--- src/ppd_pkg.sv ---
package ppd_pkg;

  localparam int unsigned COUNT_WIDTH_DEF = 24;
  localparam int unsigned LIMIT_WIDTH     = 24;
  localparam int unsigned QUEUE_DEPTH     = 4;

  localparam logic [LIMIT_WIDTH-1:0] LIMIT_RESET = 24'd10485760;

  localparam logic [3:0]  HDR_LAST_IDX  = 4'd15;
  localparam logic [15:0] HDR_BYTES     = 16'd16;
  localparam logic [31:0] CMD_HEARTBEAT = 32'd3;
  localparam logic [31:0] CMD_MESSAGE   = 32'd5;
  localparam logic [31:0] CMD_AUTH      = 32'd8;
  localparam logic [31:0] HB_PKT_LEN    = 32'd20;

  localparam logic [1:0] EV_MSG_BYTE = 2'd0;
  localparam logic [1:0] EV_AUDIENCE = 2'd1;
  localparam logic [1:0] EV_ERROR    = 2'd2;

  localparam logic [1:0] ERR_NONE    = 2'd0;
  localparam logic [1:0] ERR_HDR_LEN = 2'd1;
  localparam logic [1:0] ERR_CMD     = 2'd2;
  localparam logic [1:0] ERR_LENGTH  = 2'd3;

  typedef struct packed {
    logic [1:0]  event_res;
    logic [31:0] data;
    logic [1:0]  error_code;
    logic [31:0] sequence_res;
    logic        last;
    logic        empty_res;
  } ppd_result_t;

endpackage

--- src/ppd_front.sv ---
module ppd_front import ppd_pkg::*; #(
  parameter int unsigned COUNT_WIDTH = COUNT_WIDTH_DEF
) (
  input  logic                   clk,
  input  logic                   rst_n,
  input  logic                   cfg_wr_en,
  input  logic [LIMIT_WIDTH-1:0] cfg_wr_data,
  input  logic                   accept,
  input  logic [7:0]             data_byte,
  input  logic                   start_of_stream,
  output logic                   push,
  output ppd_result_t            push_data
);

  typedef enum logic [1:0] {
    PH_HEADER  = 2'd0,
    PH_PAYLOAD = 2'd1,
    PH_DROP    = 2'd2
  } phase_t;

  phase_t                 phase_r, phase_nxt, phase_eff;
  logic [3:0]             hdr_cnt_r, hdr_cnt_nxt, idx;
  logic [31:0]            pkt_len_r, pkt_len_nxt;
  logic [15:0]            hdr_len_r, hdr_len_nxt;
  logic [31:0]            cmd_r, cmd_nxt;
  logic [31:0]            seq_r, seq_nxt;
  logic [COUNT_WIDTH-1:0] rem_r, rem_nxt;
  logic [31:0]            acc_r, acc_nxt;
  logic                   is_msg_r, is_msg_nxt;
  logic                   is_hb4_r, is_hb4_nxt;
  logic [LIMIT_WIDTH-1:0] limit_r;
  logic [31:0]            pay_len;
  logic                   rem_last;

  assign pay_len  = pkt_len_r - 32'(HDR_BYTES);
  assign rem_last = (rem_r == COUNT_WIDTH'(1));

  always_comb begin
    phase_eff   = start_of_stream ? PH_HEADER : phase_r;
    idx         = start_of_stream ? 4'd0 : hdr_cnt_r;
    phase_nxt   = phase_r;
    hdr_cnt_nxt = hdr_cnt_r;
    pkt_len_nxt = pkt_len_r;
    hdr_len_nxt = hdr_len_r;
    cmd_nxt     = cmd_r;
    seq_nxt     = seq_r;
    rem_nxt     = rem_r;
    acc_nxt     = acc_r;
    is_msg_nxt  = is_msg_r;
    is_hb4_nxt  = is_hb4_r;
    push        = 1'b0;
    push_data   = '0;
    if (accept) begin
      phase_nxt   = phase_eff;
      hdr_cnt_nxt = idx;
      unique case (phase_eff)
        PH_HEADER: begin
          if (idx < 4'd4) begin
            pkt_len_nxt = {pkt_len_r[23:0], data_byte};
          end else if (idx < 4'd6) begin
            hdr_len_nxt = {hdr_len_r[7:0], data_byte};
          end else if (idx >= 4'd8 && idx < 4'd12) begin
            cmd_nxt = {cmd_r[23:0], data_byte};
          end else if (idx >= 4'd12) begin
            seq_nxt = {seq_r[23:0], data_byte};
          end
          if (idx != HDR_LAST_IDX) begin
            hdr_cnt_nxt = idx + 4'd1;
          end else begin
            // header complete: check in priority order
            hdr_cnt_nxt = 4'd0;
            push_data.event_res = EV_ERROR;
            push_data.last      = 1'b1;
            priority if (hdr_len_r != HDR_BYTES) begin
              push_data.error_code = ERR_HDR_LEN;
            end else if (cmd_r != CMD_HEARTBEAT && cmd_r != CMD_MESSAGE &&
                         cmd_r != CMD_AUTH) begin
              push_data.error_code = ERR_CMD;
            end else if (pkt_len_r < 32'(HDR_BYTES) ||
                         pay_len > {8'd0, limit_r} ||
                         (pay_len >> COUNT_WIDTH) != 32'd0) begin
              push_data.error_code = ERR_LENGTH;
            end else begin
              push_data.error_code = ERR_NONE;
            end
            if (push_data.error_code != ERR_NONE) begin
              phase_nxt = PH_DROP;
              push      = 1'b1;
            end else if (pay_len == 32'd0) begin
              push_data.event_res = EV_MSG_BYTE;
              push_data.empty_res = 1'b1;
              push                = (cmd_r == CMD_MESSAGE);
            end else begin
              rem_nxt    = pay_len[COUNT_WIDTH-1:0];
              acc_nxt    = 32'd0;
              is_msg_nxt = (cmd_r == CMD_MESSAGE);
              is_hb4_nxt = (cmd_r == CMD_HEARTBEAT) && (pkt_len_r == HB_PKT_LEN);
              phase_nxt  = PH_PAYLOAD;
            end
          end
        end
        PH_PAYLOAD: begin
          rem_nxt = rem_r - COUNT_WIDTH'(1);
          if (rem_last) begin
            phase_nxt = PH_HEADER;
          end
          push_data.last = rem_last;
          if (is_msg_r) begin
            push_data.event_res = EV_MSG_BYTE;
            push_data.data      = {24'd0, data_byte};
            push                = 1'b1;
          end else if (is_hb4_r) begin
            acc_nxt             = {acc_r[23:0], data_byte};
            push_data.event_res = EV_AUDIENCE;
            push_data.data      = acc_nxt;
            push                = rem_last;
          end
        end
        default: begin
          // drop until a new stream starts
        end
      endcase
      push_data.sequence_res = seq_nxt;
    end
  end

  always_ff @(posedge clk) begin
    if (!rst_n) begin
      phase_r   <= PH_HEADER;
      hdr_cnt_r <= 4'd0;
      limit_r   <= LIMIT_RESET;
    end else begin
      phase_r   <= phase_nxt;
      hdr_cnt_r <= hdr_cnt_nxt;
      if (cfg_wr_en) begin
        limit_r <= cfg_wr_data;
      end
    end
    pkt_len_r <= pkt_len_nxt;
    hdr_len_r <= hdr_len_nxt;
    cmd_r     <= cmd_nxt;
    seq_r     <= seq_nxt;
    rem_r     <= rem_nxt;
    acc_r     <= acc_nxt;
    is_msg_r  <= is_msg_nxt;
    is_hb4_r  <= is_hb4_nxt;
  end

endmodule

--- src/ppd_queue.sv ---
module ppd_queue import ppd_pkg::*; (
  input  logic        clk,
  input  logic        rst_n,
  input  logic        push,
  input  ppd_result_t push_data,
  output logic        full,
  output logic        pop_valid,
  input  logic        pop,
  output ppd_result_t pop_data
);

  localparam int unsigned PtrW = (QUEUE_DEPTH > 1) ? $clog2(QUEUE_DEPTH) : 1;
  localparam int unsigned CntW = $clog2(QUEUE_DEPTH + 1);

  ppd_result_t         mem [QUEUE_DEPTH];
  logic [PtrW-1:0]     wr_ptr_r, wr_ptr_nxt, rd_ptr_r, rd_ptr_nxt;
  logic [CntW-1:0]     cnt_r, cnt_nxt;
  logic                do_push, do_pop;

  assign full      = (cnt_r == CntW'(QUEUE_DEPTH));
  assign pop_valid = (cnt_r != '0);
  assign pop_data  = mem[rd_ptr_r];
  assign do_push   = push && !full;
  assign do_pop    = pop && pop_valid;

  always_comb begin
    wr_ptr_nxt = wr_ptr_r;
    rd_ptr_nxt = rd_ptr_r;
    cnt_nxt    = cnt_r;
    if (do_push) begin
      wr_ptr_nxt = (wr_ptr_r == PtrW'(QUEUE_DEPTH - 1)) ? '0 : wr_ptr_r + PtrW'(1);
    end
    if (do_pop) begin
      rd_ptr_nxt = (rd_ptr_r == PtrW'(QUEUE_DEPTH - 1)) ? '0 : rd_ptr_r + PtrW'(1);
    end
    unique case ({do_push, do_pop})
      2'b10:   cnt_nxt = cnt_r + CntW'(1);
      2'b01:   cnt_nxt = cnt_r - CntW'(1);
      default: cnt_nxt = cnt_r;
    endcase
  end

  always_ff @(posedge clk) begin
    if (!rst_n) begin
      wr_ptr_r <= '0;
      rd_ptr_r <= '0;
      cnt_r    <= '0;
    end else begin
      wr_ptr_r <= wr_ptr_nxt;
      rd_ptr_r <= rd_ptr_nxt;
      cnt_r    <= cnt_nxt;
    end
    if (do_push) begin
      mem[wr_ptr_r] <= push_data;
    end
  end

endmodule

--- src/ppd_back.sv ---
module ppd_back import ppd_pkg::*; (
  input  logic        clk,
  input  logic        rst_n,
  input  logic        q_valid,
  input  ppd_result_t q_data,
  output logic        q_pop,
  output logic        out_tvalid,
  input  logic        out_tready,
  output logic [71:0] out_tdata,
  output logic [2:0]  out_tuser,
  output logic        out_tlast
);

  logic        out_valid_r, out_valid_nxt;
  ppd_result_t res_r;

  // load a new transaction when the output register is empty or being taken
  assign q_pop = q_valid && (!out_valid_r || out_tready);

  always_comb begin
    out_valid_nxt = out_valid_r;
    if (q_pop) begin
      out_valid_nxt = 1'b1;
    end else if (out_tready) begin
      out_valid_nxt = 1'b0;
    end
  end

  always_ff @(posedge clk) begin
    if (!rst_n) begin
      out_valid_r <= 1'b0;
    end else begin
      out_valid_r <= out_valid_nxt;
    end
    if (q_pop) begin
      res_r <= q_data;
    end
  end

  assign out_tvalid = out_valid_r;
  assign out_tdata  = {6'd0, res_r.sequence_res, res_r.error_code, res_r.data};
  assign out_tuser  = {res_r.empty_res, res_r.event_res};
  assign out_tlast  = res_r.last;

endmodule

--- src/push_packet_deframer_unit.sv ---
// Channel   Dir  Fields (tdata / tuser, lowest bit first)          Handshake
// in_       in   tdata: data_byte[7:0]; tuser: start_of_stream       tvalid/tready
// out_      out  tdata: data[31:0], error_code, sequence_res;        tvalid/tready
//                tuser: event_res[1:0], empty_res; tlast: last
// cfg_      in   wr_data: max_payload_length[23:0]                   wr_en
//
// One byte per clock while in_tready is high. Each result is written to the queue at the edge
// that takes its byte, then loaded into the output register that drives out_tvalid.
// The result queue holds QUEUE_DEPTH results behind the output register, so in_tready
// drops only when the queue is full, which takes out_tready held low.
// rst_n is synchronous and active low; it empties the queue and restores the limit.
module push_packet_deframer_unit import ppd_pkg::*; #(
  parameter int unsigned COUNT_WIDTH = COUNT_WIDTH_DEF
) (
  input  logic                   clk,
  input  logic                   rst_n,
  input  logic                   cfg_wr_en,
  input  logic [LIMIT_WIDTH-1:0] cfg_wr_data,  // max_payload_length
  input  logic                   in_tvalid,
  output logic                   in_tready,
  input  logic [7:0]             in_tdata,     // data_byte
  input  logic                   in_tuser,     // start_of_stream
  output logic                   out_tvalid,
  input  logic                   out_tready,
  output logic [71:0]            out_tdata,    // data[31:0], error_code[33:32],
                                               // sequence_res[65:34], zero fill
  output logic [2:0]             out_tuser,    // event_res[1:0], empty_res[2]
  output logic                   out_tlast     // last
);

  logic        accept;
  logic        push;
  ppd_result_t push_data;
  logic        q_full;
  logic        q_valid;
  logic        q_pop;
  ppd_result_t q_data;

  assign in_tready = !q_full;
  assign accept    = in_tvalid && in_tready;

  ppd_front #(
    .COUNT_WIDTH(COUNT_WIDTH)
  ) u_front (
    .clk            (clk),
    .rst_n          (rst_n),
    .cfg_wr_en      (cfg_wr_en),
    .cfg_wr_data    (cfg_wr_data),
    .accept         (accept),
    .data_byte      (in_tdata),
    .start_of_stream(in_tuser),
    .push           (push),
    .push_data      (push_data)
  );

  ppd_queue u_queue (
    .clk      (clk),
    .rst_n    (rst_n),
    .push     (push),
    .push_data(push_data),
    .full     (q_full),
    .pop_valid(q_valid),
    .pop      (q_pop),
    .pop_data (q_data)
  );

  ppd_back u_back (
    .clk       (clk),
    .rst_n     (rst_n),
    .q_valid   (q_valid),
    .q_data    (q_data),
    .q_pop     (q_pop),
    .out_tvalid(out_tvalid),
    .out_tready(out_tready),
    .out_tdata (out_tdata),
    .out_tuser (out_tuser),
    .out_tlast (out_tlast)
  );

endmodule

--- config.mk ---
export PLATFORM = sky130hd
export DESIGN_NAME = push_packet_deframer_unit
export DESIGN_NICKNAME = d
export VERILOG_FILES = /design/src/ppd_pkg.sv /design/src/ppd_front.sv /design/src/ppd_queue.sv /design/src/ppd_back.sv /design/src/push_packet_deframer_unit.sv
export SDC_FILE = /design/constraint.sdc
export NUM_CORES = 1
export LEC_CHECK = 0
export BUFFER_PORTS_ARGS = -buffer_cell sky130_fd_sc_hd__buf_4
export CORE_UTILIZATION = 35
export DETAILED_ROUTE_END_ITERATION = 16
export MAX_ROUTING_LAYER = met4
export PLACE_DENSITY_LB_ADDON = 0.2
export REMOVE_ABC_BUFFERS = 1
export SLEW_MARGIN = 15
export SYNTH_ARGS = -nofsm -noshare
export SYNTH_HDL_FRONTEND = slang
export SYNTH_SLANG_ARGS = --single-unit
--- constraint.sdc ---
create_clock -name clk -period 11.49 [get_ports clk]
set_input_delay 1.7235 -clock clk [delete_from_list [all_inputs] [get_ports clk]]
set_output_delay 1.7235 -clock clk [all_outputs]
set_load 0.03 [all_outputs]
==> reports/metrics.yaml, run 1 <==
clock_network:
  cts_setup_buffers: 0
  cts_resized: 0
  cts-htree-levels: 2
  cts-root-buf: "clkbuf_16"
  clock_latency_ps: 620
  numCtsBuffers: 56
  tritoncts: "yes"
  cts.clk_slew.worst_paths_ps: 60
  hold_buffers: 0
  clock_path_buffers: 3
  clock-sinks: 550
critical_path:
  arrival_ps: 6270
  rr_startpoint: "u_front.pkt_len_r[4]"
  path_cells: "inv_1 > ha_1 > or4b_1 > nor4b_1 > nand2_1 > xor2_1 > inv_1 > ha_1 > nand4_1 > nor4_1 > o311ai_0 > nand3_1 > a2111o_1 > a21oi_1 > o21ai_1 > and2_4 > buf_4"
  cpLargestDelayFamily: "simple AND/OR/NAND/NOR gates"
  slowest_stage: "buf_4"
  critPathKind: "reg -> reg"
  cpPeakStageDelay_ps: 650
  critPathMaxFanout: 42
  r2r-end: "u_queue.mem[3][65]"
  end_kind: "register"
  critPathBufInv: 3
  reg2reg_depth: 17
  rrSetupSlack_ps: 5450
  cp.required_ps: 11710
  crit_path_start_kind: "register"
die:
  core_area_um2: 62200
  num_rows: 91
  die_w_um: 254
  start_util: 0.357
  die-height_um: 254
  ios: 116
  die_area_um2: 64500
sta:
  setup_violations: 0
  period_minus_slack_ps: 6040
  whs_ps: 428
  setup-tns-final_ps: 0
  finalCritPeriodShare: 0.526
  max_slew_margin: 0.356
  hold_violations: 0
  slew_viol_final: 0
  rsz0062_at_grt: "false"
  fin_skew_ps: 33.0
  max_freq_mhz: 165
  tightest_slew_ps: 966
layout:
  fill_cells: 5675
  area_growth_syn_to_layout_pct: 17.0
  diodes: 0
  finalNetCount: 1522
  final_layout_size_suffix_gt1_frac: 0.225
min_path:
  hp-class: "reg -> reg"
  min_to: "u_front.hdr_len_r[14]"
  min_from: "u_front.hdr_len_r[6]"
  worstHoldPathCells: 0
grt:
  antenna_found_initial: 1
  first_global_vias: 11698
  grt_max_degree: 69
  grt-ovfl-total: 0
  grt_usage: 0.148
  grt_pass1_wl_mm: 70.0
yosys:
  yosysTopAreaCell: "edfxtp_1"
  netlist_area_um2: 22200
  synthFlopType: "edfxtp_1"
  synthTopCellsByArea: "edfxtp_1, mux4_2, dfxtp_1"
  synth_top_area_frac: 0.692
  synth_cell_types: 65
  yosysWarnings: 0
  synth_edf_count: 512
  syn_inst: 1312
  postSynthAreaPerCell_um2: 16.9
  synth-seq-cells: 550
  ys_seq_area_frac: 0.726
  synth-async-reset-ratio: 0
detailed_routing:
  drtPass1Iterations: 5
  drt_iter0_markers: 616
  drtAntennaViolNets: 0
  routedWlPerCell_um: 19.6
  wirelength_mm: 45.7
  via_count: 11367
  detail_route.vias_per_cell: 4.87
  drcViolationCount: 0
power_and_ir_drop:
  power_density_nw_per_um2: 211
  pwr-share-comb: 0.187
  vdd_drop_max_uv: 195
  clock_power_share: 0.345
  cellLeakagePower_nw: 8.75
  p_seq_frac: 0.468
  p_sw_mw: 1.53
  swShare: 0.279
  intPower_mw: 3.94
placed_design:
  port_buffers: 109
  hpwl_mm: 28.1
  routabilityCongestion: 0.833
run:
  maxCapViolCount: 0
outcome:
  status: "complete, no violations"
-- metrics by stage --
| stage | setup slack [ps] | util | total power [mW] | cells | instance area (um2) |
|---|---|---|---|---|---|
| finish | 5450 | 0.418 | 5.47 | 2332 | 26000 |
| global route | 4920 | 0.418 | 5.71 | 2332 | 26000 |
| CTS | 5410 | 0.418 | 5.57 | 2332 | 26000 |
| detailed placement | 5450 | 0.387 | 3.66 | 2227 | 24100 |
| global placement | 5670 | 0.387 | 3.65 | 2227 | 24100 |
| floorplan | 4330 | - | 3.28 | 1265 | 22000 |
-- worst max path at each step --
stage	endpoint	slack (ps)	startpoint	cells after the start
after global routing	u_queue.mem[3][56]	4920	u_front.pkt_len_r[4]	17
after detailed placement	u_queue.mem[1][56]	5450	u_front.pkt_len_r[4]	17
final	u_queue.mem[3][65]	5450	u_front.pkt_len_r[4]	17
after CTS	u_queue.mem[1][65]	5410	u_front.pkt_len_r[4]	17
after floorplan	u_front.cmd_r[0]	4330	in_tvalid	4
after global placement	u_queue.mem[1][51]	5670	u_front.pkt_len_r[4]	17
-- kinds of logic (layout without fill, tap and decap cells) --
family / count (synthesis) / in the layout / share of synthesized area
DFF: 550 / 550 / 0.726
and+or+nand+nor: 362 / 362 / 0.0947
muxes: 129 / 129 / 0.0993
buffers and inverters: 107 / 285 / 0.0195
AOI/OAI and AO/OA: 89 / 89 / 0.0244
xor gates and xnor gates: 38 / 38 / 0.0150
adders and majority gates: 36 / 36 / 0.0206
other: 1 / 6 / 0.000169
-- power groups by stage --
stage / Combinational, mW / Sequential (mW) / Clock [mW]
final: 1.02 / 2.56 / 1.89
after global routing: 1.11 / 2.58 / 2.02
after CTS: 1.05 / 2.57 / 1.95
after detailed placement: 1.05 / 2.61 / 0
after global placement: 1.04 / 2.61 / 0
after floorplan: 0.407 / 2.87 / 0
-- layout by cell type (no fill, tap or decap), types with 18 or more instances in the layout --
cell,instances
edfxtp_1,512
buf_4,125
and2_1,93
mux4_2,70
clkbuf_16,56
nor2_1,53
inv_1,52
nand2_1,48
dfxtp_1,36
ha_1,35
a21oi_1,34
mux2_2,32
mux2i_1,27
nor3_1,26
nor2b_1,26
xnor2_1,23
nor4_1,22
nand3_1,19
o21ai_0,18
-- flip-flops by register name, summed over array words and instances (netlist names), 2 cells and up --
register           count
u_front.cmd_r         32
u_back.out_tdata      66
u_front.rem_r         24
u_queue.wr_ptr_r       2
u_queue.mem          280
u_front.pkt_len_r     32
u_queue.cnt_r          3
u_front.hdr_cnt_r      4
u_front.seq_r         32
u_front.hdr_len_r     16
u_front.limit_r       24
u_back.out_tuser       3
u_queue.rd_ptr_r       2
u_front.acc_r         24
u_front.phase_r        2
-- Yosys cell counts (3+ instances only) --
cell type	instances
a21boi_0	4
a21oi_1	35
a31oi_1	5
and2_1	97
and3_1	3
and4b_1	3
buf_1	9
buf_4	6
clkbuf_1	35
dfxtp_1	38
edfxtp_1	512
ha_1	35
inv_1	53
mux2_2	32
mux2i_1	27
mux4_2	70
nand2_1	48
nand2b_1	14
nand3_1	19
nand3b_1	3
nand4_1	10
nor2_1	55
nor2b_1	26
nor3_1	26
nor4_1	23
nor4_2	3
nor4b_1	5
o211ai_1	3
o21ai_0	18
o41ai_1	4
or3_1	8
or4_1	6
xnor2_1	23
xor2_1	15
-- final cells by class --
| class | count | area (um2) | area share |
|---|---|---|---|
| Multi-Input combinational cell | 660 | 5720 | 0.220 |
| Inverter | 55 | 206 | 0.00794 |
| Clock inverter | 36 | 449 | 0.0173 |
| Clock buffer | 69 | 1480 | 0.0570 |
| Tap cell | 837 | 1050 | 0.0403 |
| Sequential cell | 550 | 16100 | 0.621 |
| Timing Repair Buffer | 125 | 938 | 0.0361 |
-- layer usage --
metal  track usage  up-vias  part of all wire
li1              -     5313                 -
met1         0.198     5756              0.47
met2         0.230      231              0.46
met3        0.0308       67             0.049
met4        0.0418        0             0.021
met5             -        -                 0
(Power assumes the default switching activity.)
==> run 2: changes to the inputs <==
Settings changed: ABC_AREA set to 1.
Clock period 11.49 ns to 5.4 ns, I/O delays scaled along.
==> run 2 against run 1 <==
Effect of this change:
- sequential share of layout area is 1.9 points lower
- final cell count up 28%
- first-iteration DRC count is 19% higher
- core utilization decreased by 0.073 points
- clock-buffer cell count is 2 higher
- fmax is 25% higher
- synthesized area increased by 2.2%
- critical path depth grew 10
- wire length increased by 16%
- register-to-register slack lost 4900 ps
- non-clock buffer count grew 22
==> reports/metrics.yaml, run 2 <==
sta:
  tightest_slew_ps: 1060  # was 966 ps
  max_slew_margin: 0.292  # was 0.356
  rsz0062_at_grt: "false"  # unchanged
  finalCritPeriodShare: 0.894  # was 0.526
  setup_violations: 0  # unchanged
  hold_violations: 0  # unchanged
  slew_viol_final: 0  # unchanged
  setup-tns-final_ps: 0  # unchanged
  max_freq_mhz: 207  # was 165 MHz
  fin_ws_ps: 571  # was 5450 ps
  fin_skew_ps: 26.9  # was 33.0 ps
  period_minus_slack_ps: 4830  # was 6040 ps
power_and_ir_drop:
  power_density_nw_per_um2: 484  # was 211 nW/um2
  power.total_mw: 13.0  # was 5.47 mW
  vdd_drop_max_uv: 256  # was 195 uV
  cellLeakagePower_nw: 9.94  # was 8.75 nW
detailed_routing:
  via_count: 14303  # was 11367
  detail_route.vias_per_cell: 4.79  # was 4.87
  drt_iter0_markers: 734  # was 616
  drtPass1Iterations: 5  # unchanged
  drtAntennaViolNets: 0  # unchanged
  routedWlPerCell_um: 17.7  # was 19.6 um
  drcViolationCount: 0  # unchanged
  wirelength_mm: 52.7  # was 45.7 mm
die:
  num_rows: 93  # was 91
  die_w_um: 257  # was 254 um
  core_area_um2: 64200  # was 62200 um2
  ios: 116  # unchanged
  start_util: 0.354  # was 0.357
  die_area_um2: 65900  # was 64500 um2
  die-height_um: 257  # was 254 um
placed_design:
  place_area_um2: 24800  # was 24100 um2
  place_ws_ps: 454  # was 5450 ps
  routabilityCongestion: 0.863  # was 0.833
  hpwl_mm: 33.0  # was 28.1 mm
  place_inst: 2875  # was 2227
  port_buffers: 109  # unchanged
critical_path:
  critPathMaxFanout: 5  # was 42
  end_kind: "register"  # unchanged
  critPathKind: "reg -> reg"  # unchanged
  cp.required_ps: 5910  # was 11710 ps
  slowest_stage: "edfxtp_1"  # was buf_4
  crit_top_cell: "nand2_1"
  arrival_ps: 5340  # was 6270 ps
  startpoint: "u_front.pkt_len_r[4]"  # unchanged
  crit_path_start_kind: "register"  # unchanged
  rr_startpoint: "u_front.pkt_len_r[4]"  # unchanged
  cpPeakStageDelay_ps: 440  # was 650 ps
  reg2reg_depth: 27  # was 17
yosys:
  synthTopCellsByArea: "edfxtp_1, nor2_1, o21ai_0"  # was edfxtp_1, mux4_2, dfxtp_1
  synthMostInstantiatedCell: "edfxtp_1"  # unchanged
  synth-seq-cells: 550  # unchanged
  postSynthAreaPerCell_um2: 11.7  # was 16.9 um2
  yosysTopAreaCell: "edfxtp_1"  # unchanged
  synthTopCellsByCount: "edfxtp_1, nor2_1, o21ai_0, inv_1, nand2_1"  # was edfxtp_1, and2_1, mux4_2, nor2_1, inv_1
  synth_cell_types: 41  # was 65
  synthFlopType: "edfxtp_1"  # unchanged
  synth_top_area_frac: 0.677  # was 0.692
  ys_seq_area_frac: 0.711  # was 0.726
  yosysWarnings: 0  # unchanged
  syn_inst: 1948  # was 1312
  synth_edf_count: 512  # unchanged
  synth-async-reset-ratio: 0  # unchanged
  netlist_area_um2: 22700  # was 22200 um2
min_path:
  min_from: "cfg_wr_data[23]"  # was u_front.hdr_len_r[6]
  worstHoldPathCells: 3  # was 0
  hp-class: "in -> reg"  # was reg -> reg
clock_network:
  cts.clk_slew.worst_paths_ps: 60  # about the same
  clock_path_buffers: 3  # unchanged
  numCtsBuffers: 59  # was 56
  hold_buffers: 0  # unchanged
  cts_setup_buffers: 0  # unchanged
  cts-htree-levels: 2  # unchanged
  cts-root-buf: "clkbuf_16"  # unchanged
  cts_resized: 0  # unchanged
  tritoncts: "yes"  # unchanged
  clock_latency_ps: 620  # about the same
  clock-sinks: 550  # unchanged
layout:
  top_register: "u_queue.mem"  # unchanged
  multi_input_area_um2: 5480  # was 5720 um2
  layout_common_cells: "edfxtp_1, nor2_1, o21ai_0"  # was edfxtp_1, buf_4, and2_1
  largest_reg_flops: 280  # unchanged
  finalNetCount: 2155  # was 1522
  stdcell_count: 2988  # was 2332
  final_common_cell: "edfxtp_1"  # unchanged
  seqCellArea_um2: 16100  # about the same
  fill_cells: 6068  # was 5675
  area_growth_syn_to_layout_pct: 18.0  # was 17.0%
  stdcell_area_um2: 26800  # was 26000 um2
  final_layout_size_suffix_gt1_frac: 0.129  # was 0.225
run:
  maxCapViolCount: 0  # unchanged
grt:
  first_global_vias: 13989  # was 11698
  grt_pass1_wl_mm: 81.5  # was 70.0 mm
  antenna_found_initial: 1  # unchanged
  grt-ovfl-total: 0  # unchanged
  grt_usage: 0.165  # was 0.148
  grt_max_degree: 89  # was 69
outcome:
  status: "complete, no violations"  # unchanged
run 2: changes by cell type in the layout (fill, tap and decap cells not counted), moves of 32 or more:
cell     delta
inv_1     +172
o21ai_0   +216
mux4_2     -70
mux2_2     -32
and2_1     -93
nor2_1    +284
nand2_1   +155
o22ai_1    +69
run 2: stage by stage:
stage	util	hold WS, ps
2_1_floorplan	-	422
3_3_place_gp	0.386	429
3_5_place_dp	0.386	435
4_1_cts	0.417	384
5_1_grt	0.417	411
6_report	0.417	422
run 2: worst max-delay path, delay by kind of cell, from the launching register on:
family | cells | cell delay (ps)
fa+ha+maj | 4 | 1160
simple gates | 15 | 1900
compound gates | 5 | 760
flops | 1 | 440
buf+inv | 3 | 440
run 2: metal layers:
metal	vias up	share of wire	track usage	wire length [um]
li1	7024	-	-	-
met1	6950	0.45	0.208	23600
met2	265	0.49	0.273	26000
met3	64	0.043	0.0302	2260
met4	0	0.017	0.0417	922
met5	-	0	-	0
run 2: kinds of logic after synthesis:
group                    after synthesis  share of synthesized area
AND/OR/NAND/NOR                      652                      0.119
flip-flops                           550                      0.711
AO/OA/AOI/OAI                        376                     0.0889
buffers and inverters                312                     0.0526
adder cells (fa/ha/maj)               36                     0.0202
XOR/XNOR                              21                    0.00810
other                                  1                   0.000165
run 2: power by group:
part / internal, mW / switching (mW)
sequential: 5.43 / 0.305
clock: 2.42 / 1.67
combinational: 0.917 / 2.23
run 2: layout make-up:
class | instances | area share
Timing Repair Buffer | 147 | 0.0468
Clock buffer | 71 | 0.0576
Sequential cell | 550 | 0.602
Clock inverter | 41 | 0.0164
Antenna cell | 1 | 0.0000934
Tap cell | 855 | 0.0399
Multi-Input combinational cell | 1091 | 0.204
Inverter | 232 | 0.0326
run 2: final timing paths:
kind / to / slack, ps
worst min-delay path: u_front.limit_r[23] / 420
worst min register to register: u_front.cmd_r[24] / 450
worst max register to register: u_queue.cnt_r[2] / 570
worst max-delay path: u_queue.cnt_r[2] / 570
